[src/design/preemptive_priority_scheduler_unit_assert.svh]
// ----------------------------------------------------------------------------
// Preemptive priority scheduler assertion macros
// Shared property forms used by the scheduler's concurrent checks.
// ----------------------------------------------------------------------------
`ifndef PREEMPTIVE_PRIORITY_SCHEDULER_UNIT_ASSERT_SVH
`define PREEMPTIVE_PRIORITY_SCHEDULER_UNIT_ASSERT_SVH

// same-cycle implication
`define PPS_ASSERT_IMPL(lbl, ante, cons) \
  lbl: assert property (@(posedge clk) disable iff (rst) (ante) |-> (cons)) \
    else $error("pps assertion failed");

// next-cycle implication
`define PPS_ASSERT_NEXT(lbl, ante, cons) \
  lbl: assert property (@(posedge clk) disable iff (rst) (ante) |=> (cons)) \
    else $error("pps assertion failed");

`endif

[src/design/pps_pkg.sv]
// ----------------------------------------------------------------------------
// pps_pkg
// Types and constants shared by the scheduler controller and datapath.
// ----------------------------------------------------------------------------
`default_nettype none

package pps_pkg;

  localparam int ACT_W   = 2;
  localparam int ID_W    = 16;
  localparam int TIME_W  = 24;
  localparam int BURST_W = 16;
  localparam int PRIO_W  = 8;
  localparam int SUM_W   = 32;

  localparam logic [TIME_W-1:0] TIME_MAX = {TIME_W{1'b1}};

  localparam logic [ACT_W-1:0] ACT_CLEAR = 2'd0;
  localparam logic [ACT_W-1:0] ACT_LOAD  = 2'd1;
  localparam logic [ACT_W-1:0] ACT_TICK  = 2'd2;

  typedef enum logic [2:0] {
    ST_IDLE,
    ST_CLR,
    ST_LD,
    ST_SCAN,
    ST_DRAIN,
    ST_UPD,
    ST_WCALC,
    ST_FINAL
  } state_t;

  typedef struct packed {
    logic cap;
    logic clr;
    logic ld;
    logic scan_start;
    logic scan_step;
    logic upd;
    logic wcalc;
    logic fin_out;
  } cmd_t;

  typedef struct packed {
    logic [ACT_W-1:0] act;
    logic             cnt_zero;
    logic             scan_last;
    logic             out_free;
  } status_t;

  typedef struct packed {
    logic [ID_W-1:0]    id;
    logic [TIME_W-1:0]  arrival;
    logic [BURST_W-1:0] burst;
    logic [PRIO_W-1:0]  prio;
    logic [BURST_W-1:0] left;
    logic [TIME_W-1:0]  start;
  } slot_t;

endpackage

`default_nettype wire

[src/design/preemptive_priority_scheduler_unit.sv]
// ----------------------------------------------------------------------------
// preemptive_priority_scheduler_unit
// Preemptive priority scheduler over a table of MAX_TASKS tasks.
// ----------------------------------------------------------------------------
// Input channel (item_valid/item_ready): one beat carries action, task_id,
// arrival, burst and prio. Action clear empties the table and zeroes time
// and totals, load appends a task, tick runs the best ready task one unit.
// Result channel (rsp_valid/rsp_ready): exactly one beat per input beat,
// in order, held in an output register.
// Clear and load each run their own state before the result stage; a tick
// scans the loaded slots and drains (both skipped with an empty table),
// then updates and calculates the wait before it; an unused action goes
// straight to it. The slot table has one read port and the scan reads one
// slot per cycle. One item is in work at a time; the next is accepted once
// the current one reaches the result register, even while that beat still
// waits.
// Reset empties the table and zeroes time and totals; no clearing pass.
// A stalled receiver holds the result beat; the block finishes the next
// item and then waits for the register to free before completing it.
// ----------------------------------------------------------------------------
`default_nettype none
`include "preemptive_priority_scheduler_unit_assert.svh"

module preemptive_priority_scheduler_unit
  import pps_pkg::*;
#(
  parameter int MAX_TASKS = 16
) (
  input  wire logic               clk,
  input  wire logic               rst,
  input  wire logic               item_valid,
  output logic                    item_ready,
  input  wire logic [ACT_W-1:0]   action,
  input  wire logic [ID_W-1:0]    task_id,
  input  wire logic [TIME_W-1:0]  arrival,
  input  wire logic [BURST_W-1:0] burst,
  input  wire logic [PRIO_W-1:0]  prio,
  output logic                    rsp_valid,
  input  wire logic               rsp_ready,
  output logic                    ran,
  output logic [ID_W-1:0]         run_id,
  output logic                    finished,
  output logic [TIME_W-1:0]       first_start,
  output logic [TIME_W-1:0]       finish_time,
  output logic [TIME_W-1:0]       wait_time,
  output logic [TIME_W-1:0]       turnaround_time,
  output logic                    all_done,
  output logic [SUM_W-1:0]        sum_wait,
  output logic [SUM_W-1:0]        sum_turnaround,
  output logic [TIME_W-1:0]       busy_ticks,
  output logic [TIME_W-1:0]       elapsed
);

  cmd_t    cmd;
  status_t sts;

  pps_ctrl u_ctrl (
    .clk        (clk),
    .rst        (rst),
    .item_valid (item_valid),
    .item_ready (item_ready),
    .sts        (sts),
    .cmd        (cmd)
  );

  pps_dp #(
    .MAX_TASKS (MAX_TASKS)
  ) u_dp (
    .clk             (clk),
    .rst             (rst),
    .cmd             (cmd),
    .sts             (sts),
    .action          (action),
    .task_id         (task_id),
    .arrival         (arrival),
    .burst           (burst),
    .prio            (prio),
    .rsp_ready       (rsp_ready),
    .rsp_valid       (rsp_valid),
    .ran             (ran),
    .run_id          (run_id),
    .finished        (finished),
    .first_start     (first_start),
    .finish_time     (finish_time),
    .wait_time       (wait_time),
    .turnaround_time (turnaround_time),
    .all_done        (all_done),
    .sum_wait        (sum_wait),
    .sum_turnaround  (sum_turnaround),
    .busy_ticks      (busy_ticks),
    .elapsed         (elapsed)
  );

  // result register is only loaded when free, and then shows a beat
  `PPS_ASSERT_IMPL(a_fin_needs_free, cmd.fin_out, sts.out_free)
  `PPS_ASSERT_NEXT(a_fin_sets_valid, cmd.fin_out, rsp_valid)
  // no result beat appears the cycle after an item is taken
  `PPS_ASSERT_NEXT(a_accept_no_rsp, item_valid && item_ready, !$rose(rsp_valid))
  // one writer to the slot table per cycle
  `PPS_ASSERT_IMPL(a_one_writer, cmd.upd, !cmd.ld)

endmodule

`default_nettype wire

[src/design/pps_ctrl.sv]
// ----------------------------------------------------------------------------
// pps_ctrl
// Sequencer: takes one item, runs clear, load or the slot scan, update and
// wait calculation (none for others), then loads the output register.
// ----------------------------------------------------------------------------
`default_nettype none

module pps_ctrl
  import pps_pkg::*;
(
  input  wire logic    clk,
  input  wire logic    rst,
  input  wire logic    item_valid,
  output logic         item_ready,
  input  wire status_t sts,
  output cmd_t         cmd
);

  state_t state;
  state_t state_next;

  always_ff @(posedge clk) begin
    if (rst) begin
      state <= ST_IDLE;
    end else begin
      state <= state_next;
    end
  end

  always_comb begin
    state_next = state;
    cmd        = '0;
    item_ready = 1'b0;
    case (state)
      ST_IDLE: begin
        item_ready = 1'b1;
        if (item_valid) begin
          cmd.cap = 1'b1;
          case (sts.act)
            ACT_CLEAR: state_next = ST_CLR;
            ACT_LOAD:  state_next = ST_LD;
            ACT_TICK: begin
              cmd.scan_start = 1'b1;
              state_next     = sts.cnt_zero ? ST_UPD : ST_SCAN;
            end
            default:   state_next = ST_FINAL;
          endcase
        end
      end
      ST_CLR: begin
        cmd.clr    = 1'b1;
        state_next = ST_FINAL;
      end
      ST_LD: begin
        cmd.ld     = 1'b1;
        state_next = ST_FINAL;
      end
      ST_SCAN: begin
        cmd.scan_step = 1'b1;
        if (sts.scan_last) begin
          state_next = ST_DRAIN;
        end
      end
      ST_DRAIN: begin
        state_next = ST_UPD;
      end
      ST_UPD: begin
        cmd.upd    = 1'b1;
        state_next = ST_WCALC;
      end
      ST_WCALC: begin
        cmd.wcalc  = 1'b1;
        state_next = ST_FINAL;
      end
      ST_FINAL: begin
        if (sts.out_free) begin
          cmd.fin_out = 1'b1;
          state_next  = ST_IDLE;
        end
      end
      default: begin
        state_next = ST_IDLE;
      end
    endcase
  end

endmodule

`default_nettype wire

[src/design/pps_dp.sv]
// ----------------------------------------------------------------------------
// pps_dp
// Datapath: task table memory, one-slot-per-cycle scan, counters, running
// totals and the result register.
// ----------------------------------------------------------------------------
`default_nettype none

module pps_dp
  import pps_pkg::*;
#(
  parameter int MAX_TASKS = 16
) (
  input  wire logic               clk,
  input  wire logic               rst,
  input  wire cmd_t               cmd,
  output status_t                 sts,
  input  wire logic [ACT_W-1:0]   action,
  input  wire logic [ID_W-1:0]    task_id,
  input  wire logic [TIME_W-1:0]  arrival,
  input  wire logic [BURST_W-1:0] burst,
  input  wire logic [PRIO_W-1:0]  prio,
  input  wire logic               rsp_ready,
  output logic                    rsp_valid,
  output logic                    ran,
  output logic [ID_W-1:0]         run_id,
  output logic                    finished,
  output logic [TIME_W-1:0]       first_start,
  output logic [TIME_W-1:0]       finish_time,
  output logic [TIME_W-1:0]       wait_time,
  output logic [TIME_W-1:0]       turnaround_time,
  output logic                    all_done,
  output logic [SUM_W-1:0]        sum_wait,
  output logic [SUM_W-1:0]        sum_turnaround,
  output logic [TIME_W-1:0]       busy_ticks,
  output logic [TIME_W-1:0]       elapsed
);

  localparam int IDX_W = (MAX_TASKS > 1) ? $clog2(MAX_TASKS) : 1;
  localparam int CNT_W = $clog2(MAX_TASKS + 1);

  slot_t mem [MAX_TASKS];
  slot_t rd_q;
  slot_t best;
  slot_t mem_wd;
  logic  mem_we;
  logic [IDX_W-1:0] mem_wa;

  logic [ID_W-1:0]    cap_id;
  logic [TIME_W-1:0]  cap_arr;
  logic [BURST_W-1:0] cap_burst;
  logic [PRIO_W-1:0]  cap_prio;

  logic [CNT_W-1:0]  loaded_count;
  logic [CNT_W-1:0]  done_count;
  logic [TIME_W-1:0] now;
  logic [TIME_W-1:0] busy_total;
  logic [SUM_W-1:0]  wait_total;
  logic [SUM_W-1:0]  turn_total;

  logic [IDX_W-1:0] scan_idx;
  logic [IDX_W-1:0] cmp_idx;
  logic [IDX_W-1:0] pick;
  logic             cmp_vld;
  logic             found;
  logic             cmp_take;

  logic               res_ran;
  logic [ID_W-1:0]    res_id;
  logic               res_fin;
  logic [TIME_W-1:0]  res_start;
  logic [TIME_W-1:0]  res_turn;
  logic [TIME_W-1:0]  res_wait;

  logic               load_ok;
  logic [TIME_W-1:0]  now_inc;
  logic [TIME_W-1:0]  busy_inc;
  logic [BURST_W-1:0] left_new;
  logic [TIME_W-1:0]  start_new;
  logic               fin_now;
  logic [SUM_W:0]     wait_add;
  logic [SUM_W:0]     turn_add;
  logic [SUM_W-1:0]   wait_sum;
  logic [SUM_W-1:0]   turn_sum;

  assign sts.act       = action;
  assign sts.cnt_zero  = (loaded_count == '0);
  assign sts.scan_last = ((CNT_W'(scan_idx) + CNT_W'(1)) == loaded_count);
  assign sts.out_free  = !rsp_valid || rsp_ready;

  assign load_ok  = (cap_burst != '0) && (loaded_count < CNT_W'(MAX_TASKS));
  assign cmp_take = cmp_vld && (rd_q.left != '0) && (rd_q.arrival <= now) &&
                    (!found || (rd_q.prio < best.prio));

  assign now_inc   = (now == TIME_MAX) ? now : now + TIME_W'(1);
  assign busy_inc  = (busy_total == TIME_MAX) ? busy_total : busy_total + TIME_W'(1);
  assign left_new  = best.left - BURST_W'(1);
  assign fin_now   = (left_new == '0);
  assign start_new = (best.left == best.burst) ? now : best.start;

  assign wait_add = {1'b0, wait_total} + (SUM_W + 1)'(res_wait);
  assign turn_add = {1'b0, turn_total} + (SUM_W + 1)'(res_turn);
  assign wait_sum = wait_add[SUM_W] ? {SUM_W{1'b1}} : wait_add[SUM_W-1:0];
  assign turn_sum = turn_add[SUM_W] ? {SUM_W{1'b1}} : turn_add[SUM_W-1:0];

  always_comb begin
    mem_we = 1'b0;
    mem_wa = loaded_count[IDX_W-1:0];
    mem_wd = best;
    if (cmd.ld) begin
      mem_we         = load_ok;
      mem_wd.id      = cap_id;
      mem_wd.arrival = cap_arr;
      mem_wd.burst   = cap_burst;
      mem_wd.prio    = cap_prio;
      mem_wd.left    = cap_burst;
      mem_wd.start   = '0;
    end else if (cmd.upd) begin
      mem_we       = found;
      mem_wa       = pick;
      mem_wd.left  = left_new;
      mem_wd.start = start_new;
    end
  end

  always_ff @(posedge clk) begin
    if (mem_we) begin
      mem[mem_wa] <= mem_wd;
    end
    rd_q <= mem[scan_idx];
  end

  always_ff @(posedge clk) begin
    if (rst) begin
      loaded_count <= '0;
      done_count   <= '0;
      now          <= '0;
      busy_total   <= '0;
      wait_total   <= '0;
      turn_total   <= '0;
      cmp_vld      <= 1'b0;
      found        <= 1'b0;
      rsp_valid    <= 1'b0;
    end else begin
      cmp_vld <= cmd.scan_step;
      if (cmd.scan_start) begin
        found <= 1'b0;
      end else if (cmp_take) begin
        found <= 1'b1;
      end
      if (cmd.clr) begin
        loaded_count <= '0;
        done_count   <= '0;
        now          <= '0;
        busy_total   <= '0;
        wait_total   <= '0;
        turn_total   <= '0;
      end
      if (cmd.ld && load_ok) begin
        loaded_count <= loaded_count + CNT_W'(1);
      end
      if (cmd.upd) begin
        now <= now_inc;
        if (found) begin
          busy_total <= busy_inc;
          if (fin_now) begin
            done_count <= done_count + CNT_W'(1);
          end
        end
      end
      if (cmd.fin_out) begin
        wait_total <= wait_sum;
        turn_total <= turn_sum;
      end
      if (cmd.fin_out) begin
        rsp_valid <= 1'b1;
      end else if (rsp_ready) begin
        rsp_valid <= 1'b0;
      end
    end
  end

  always_ff @(posedge clk) begin
    if (cmd.cap) begin
      cap_id    <= task_id;
      cap_arr   <= arrival;
      cap_burst <= burst;
      cap_prio  <= prio;
      res_ran   <= 1'b0;
      res_id    <= '0;
      res_fin   <= 1'b0;
      res_start <= '0;
      res_turn  <= '0;
      res_wait  <= '0;
    end
    if (cmd.scan_start) begin
      scan_idx <= '0;
    end else if (cmd.scan_step && !sts.scan_last) begin
      scan_idx <= scan_idx + IDX_W'(1);
    end
    if (cmd.scan_step) begin
      cmp_idx <= scan_idx;
    end
    if (cmp_take) begin
      best <= rd_q;
      pick <= cmp_idx;
    end
    if (cmd.upd && found) begin
      res_ran <= 1'b1;
      res_id  <= best.id;
      res_fin <= fin_now;
      if (fin_now) begin
        res_start <= start_new;
        res_turn  <= now_inc - best.arrival;
      end
    end
    if (cmd.wcalc && res_fin) begin
      res_wait <= (res_turn >= TIME_W'(best.burst)) ?
                  res_turn - TIME_W'(best.burst) : '0;
    end
    if (cmd.fin_out) begin
      ran             <= res_ran;
      run_id          <= res_id;
      finished        <= res_fin;
      first_start     <= res_start;
      finish_time     <= res_fin ? now : '0;
      wait_time       <= res_wait;
      turnaround_time <= res_turn;
      all_done        <= (done_count == loaded_count);
      sum_wait        <= wait_sum;
      sum_turnaround  <= turn_sum;
      busy_ticks      <= busy_total;
      elapsed         <= now;
    end
  end

endmodule

`default_nettype wire

[config.mk]
export PLATFORM = sky130hd
export DESIGN_NAME = preemptive_priority_scheduler_unit
export DESIGN_NICKNAME = d
export VERILOG_FILES = /design/src/design/pps_pkg.sv /design/src/design/preemptive_priority_scheduler_unit.sv /design/src/design/pps_ctrl.sv /design/src/design/pps_dp.sv
export VERILOG_INCLUDE_DIRS = /design/src /design/src/design
export SDC_FILE = /design/constraint.sdc
export NUM_CORES = 2
export LEC_CHECK = 0
export BUFFER_PORTS_ARGS = -buffer_cell sky130_fd_sc_hd__buf_2
export CORE_ASPECT_RATIO = 0.9
export CORE_MARGIN = 4
export CORE_UTILIZATION = 56
export CTS_CLUSTER_DIAMETER = 50
export DETAILED_ROUTE_END_ITERATION = 16
export GPL_ROUTABILITY_DRIVEN = 0
export GPL_TIMING_DRIVEN = 1
export PLACE_DENSITY = 0.8
export RECOVER_POWER = 25
export SYNTH_ARGS = -nofsm -noshare
export SYNTH_HDL_FRONTEND = slang
export SYNTH_SLANG_ARGS = --single-unit
[constraint.sdc]
create_clock -name clk -period 8.5 [get_ports clk]
set_input_delay 0.425 -clock clk [delete_from_list [all_inputs] [get_ports clk]]
set_output_delay 0.425 -clock clk [all_outputs]
set_load 0.005 [all_outputs]
==> run summary <==
status -> complete, but fails checks
failing checks -> capacitance limit, slew limit
period utilization -> 0.750
GRT Util Overall -> 0.297
CTS Buf Count -> 222
fin nets -> 5798
port bufs -> 298
Synth Flop Type -> edfxtp_1
Post-CTS Setup Bufs -> 0
Yosys reg bits -> 2393
Std-Cell Rows -> 142
1st-pass router iterations -> 6
Core Area -> 166000 sq um
max cap viols -> 9
Post-Syn Nets -> 5314
Post-DP HPWL -> 143000 microns
latest clock arrival within the worst-skew pair -> 0.89 ns
register area share after synthesis -> 0.737
Fmax -> 157 MHz
Synth area leaders -> edfxtp_1 (68%), mux4_2 (13%), dfxtp_1 (6.1%)
CTS sink cnt -> 2393
synthesized area per cell -> 18.3 sq um
H-Tree Depth -> 4
EDFF count, synth -> 2108
Worst Path Max Fanout -> 30
total power draw -> 0.0311 W
clk slew on worst S/H paths -> 0.06 ns
slew margin rel. -> -1.96
worst reg2reg setup slack -> 2.13 ns
yosys warns -> 0
Overflow after GRT -> 0
Setup crit start kind -> flop
vias -> 53174
share of synthesized registers carrying an async set or reset -> 0
most frequent cells in the layout -> edfxtp_1 (2108), mux4_2 (520), nand2_1 (300), dfxtp_1 (282), clkbuf_1 (266)
initial drt markers -> 7139
Setup TNS Final -> 0 ns
Worst Path Required -> 9.12 ns
DR WL/cell -> 32.2 microns
Hold Path Sink -> u_ctrl.state[2]$_SDFFE_PP0P_
Worst EP arrival -> 6.99 ns
Hold Crit Class -> in -> reg
total power per unit cell area -> 292 nW/um^2
die area -> 174000 sq um
initial antenna violation count -> 8
chip height -> 396 microns
RR Startpoint -> u_ctrl.state[2]$_SDFFE_PP0P_
Max VDD drop -> 0.215 mV
DRC violations left -> 0
Worst-Margin Slew -> 4.44 ns
fin util -> 0.640
vias per cell -> 6.61
die width -> 439 microns
Root Driver -> clkbuf_16
R2R cell count -> 12
hold-critical path depth -> 5
Mapped Area -> 93700 sq um
pin count of the biggest net entering global routing -> 128
Pins Over Slew Limit -> 349
TritonCTS clock tree -> done
post-synth top area cell -> edfxtp_1
placed instance count -> 7537
Area growth syn-to-layout -> 13.7%
final worst setup slack -> 2.13 ns
post-route insts no fill -> 8042
I/O pin cnt -> 299
Critical Path End Type -> flop
most common cell after layout, fill and taps aside -> edfxtp_1
critical path class -> reg -> reg
CTS max path bufs -> 3
first-pass GRT wire length -> 374000 microns
DP Worst Slack -> 3.98 ns
library cells used by synthesis -> 91
Clock Skew -> 0.0742 ns
final setup fails -> 0
RSZ-0062 raised after global routing -> no
fin crit period -> 6.37 ns
wirelength, routed -> 259000 microns
Initial Util -> 0.563
Final Hold Fails -> 0
Hold Crit Start -> action[1]
antenna viol nets, final -> 0
FF-to-FF End -> u_dp.busy_total[19]$_SDFFE_PP0P_
Synth Instances -> 5114
Leak -> 35.1 nW
Yosys top cell area share -> 0.676
vias in the first global route -> 53385
share of post-route cells with drive strength above 1 -> 0.200
-- worst max-delay path by stage --
stage / from / to / slack, ns / cells past startpoint
final: u_ctrl.state[2]$_SDFFE_PP0P_ / u_dp.busy_total[19]$_SDFFE_PP0P_ / 2.13 / 12
after global routing: u_ctrl.state[2]$_SDFFE_PP0P_ / u_dp.busy_total[19]$_SDFFE_PP0P_ / 1.97 / 12
after floorplan: u_ctrl.state[2]$_SDFFE_PP0P_ / u_dp.turn_total[29]$_SDFFE_PP0P_ / 0.003 / 7
after CTS: u_dp.now[1]$_SDFFE_PP0P_ / u_dp.best[94]$_DFFE_PP_ / 3.89 / 12
after detailed placement: u_dp.now[9]$_SDFFE_PP0P_ / u_dp.best[94]$_DFFE_PP_ / 3.98 / 11
after global placement: u_dp.now[1]$_SDFFE_PP0P_ / u_dp.best[9]$_DFFE_PP_ / 4.04 / 12
-- synth_stat cells, types with 4 or more instances --
library cell	n
o31a_1	5
a311oi_1	5
nor3b_1	11
buf_2	32
a211oi_1	18
a21o_1	42
o211ai_1	5
nand3b_1	6
nand4_1	30
nand2b_1	25
or2_2	6
o21ai_0	190
o21bai_1	16
mux4_2	520
and2_1	35
nand2_1	300
xor2_1	70
inv_1	108
a22o_1	50
o31ai_1	12
nor3_1	41
a21boi_0	4
mux2i_1	16
nor2b_1	23
xnor2_1	71
o21a_1	32
a22oi_1	15
or3_1	15
edfxtp_1	2108
and3_1	41
and4_1	4
nor2_1	227
a21oi_1	175
buf_1	51
nor4_1	27
nand3_1	107
fa_1	4
dfxtp_1	285
a31oi_1	19
ha_1	126
mux2_2	5
clkbuf_1	151
-- final cells by class --
class	instances	area [sq um]
diodes	11	27.5
clock buffers	295	6090
clock inverters	130	1720
fillers	10763	59800
inverters	110	422
multi-input cells	2373	23400
flip-flops and latches	2393	69000
well taps	2232	2790
repair buffers	498	2940
-- timing repair --
| action | in CTS | in global routing |
|---|---|---|
| hold buffers | 67 | 0 |
| gates resized for setup | 0 | 0 |
| hold endpoints to repair | 81 | 0 |
-- registers in the layout, summed over array words and instances, names as in the netlist, 24 cells and up --
register	cells
u_dp.res_start	24
u_dp.busy_ticks	24
u_dp.turnaround_time	24
u_dp.now	24
u_dp.cap_arr	24
u_dp.elapsed	24
u_dp.mem	1664
u_dp.wait_time	24
u_dp.res_turn	24
u_dp.first_start	24
u_dp.busy_total	24
u_dp.turn_total	32
u_dp.wait_total	32
u_dp.finish_time	24
u_dp.sum_turnaround	32
u_dp.best	104
u_dp.sum_wait	32
u_dp.rd_q	104
u_dp.res_wait	24
-- per-layer routing --
metal,vias up,track usage,routed length (microns)
met5,-,0,53
met4,8,0.178,18700
met3,909,0.0715,29900
met2,4140,0.471,123000
met1,26732,0.377,87000
li1,21385,-,-
-- logic make-up after synthesis --
group	share of synthesized area
compound gates	0.0420
xor+xnor	0.0132
fa+ha+maj	0.0177
buf+inv	0.0146
flops	0.737
mux	0.128
simple gates	0.0480
-- worst max-delay path, stage by stage, from the launching register on --
cell and delay [ns]:
dfxtp_1 0.59, clkbuf_1 0.69, inv_1 0.09, clkbuf_1 0.47
nor2_4 0.33, clkbuf_1 1.89, nand2_1 0.57, nor2_1 0.43
nand2_1 0.34, nand2_1 0.35, nor4_1 0.08, o21ai_0 0.20
a21oi_1 0.12
-- metrics by stage --
stage	hold WS, ns	instance area [sq um]
after floorplan	0.386	93700
after global placement	0.388	98300
after detailed placement	0.389	98300
after CTS	0.0293	107000
after global routing	0.0734	106000
final	0.0959	106000
-- report_power, final --
part / switching, W / internal [W] / leakage (nW) / total (W)
clock network: 0.00454 / 0.00601 / 3.80 / 0.0106
registers: 0.000519 / 0.0139 / 21.4 / 0.0144
logic: 0.00325 / 0.00285 / 9.84 / 0.00610
total: 0.00831 / 0.0228 / 35.1 / 0.0311
(Power assumes the default switching activity.)
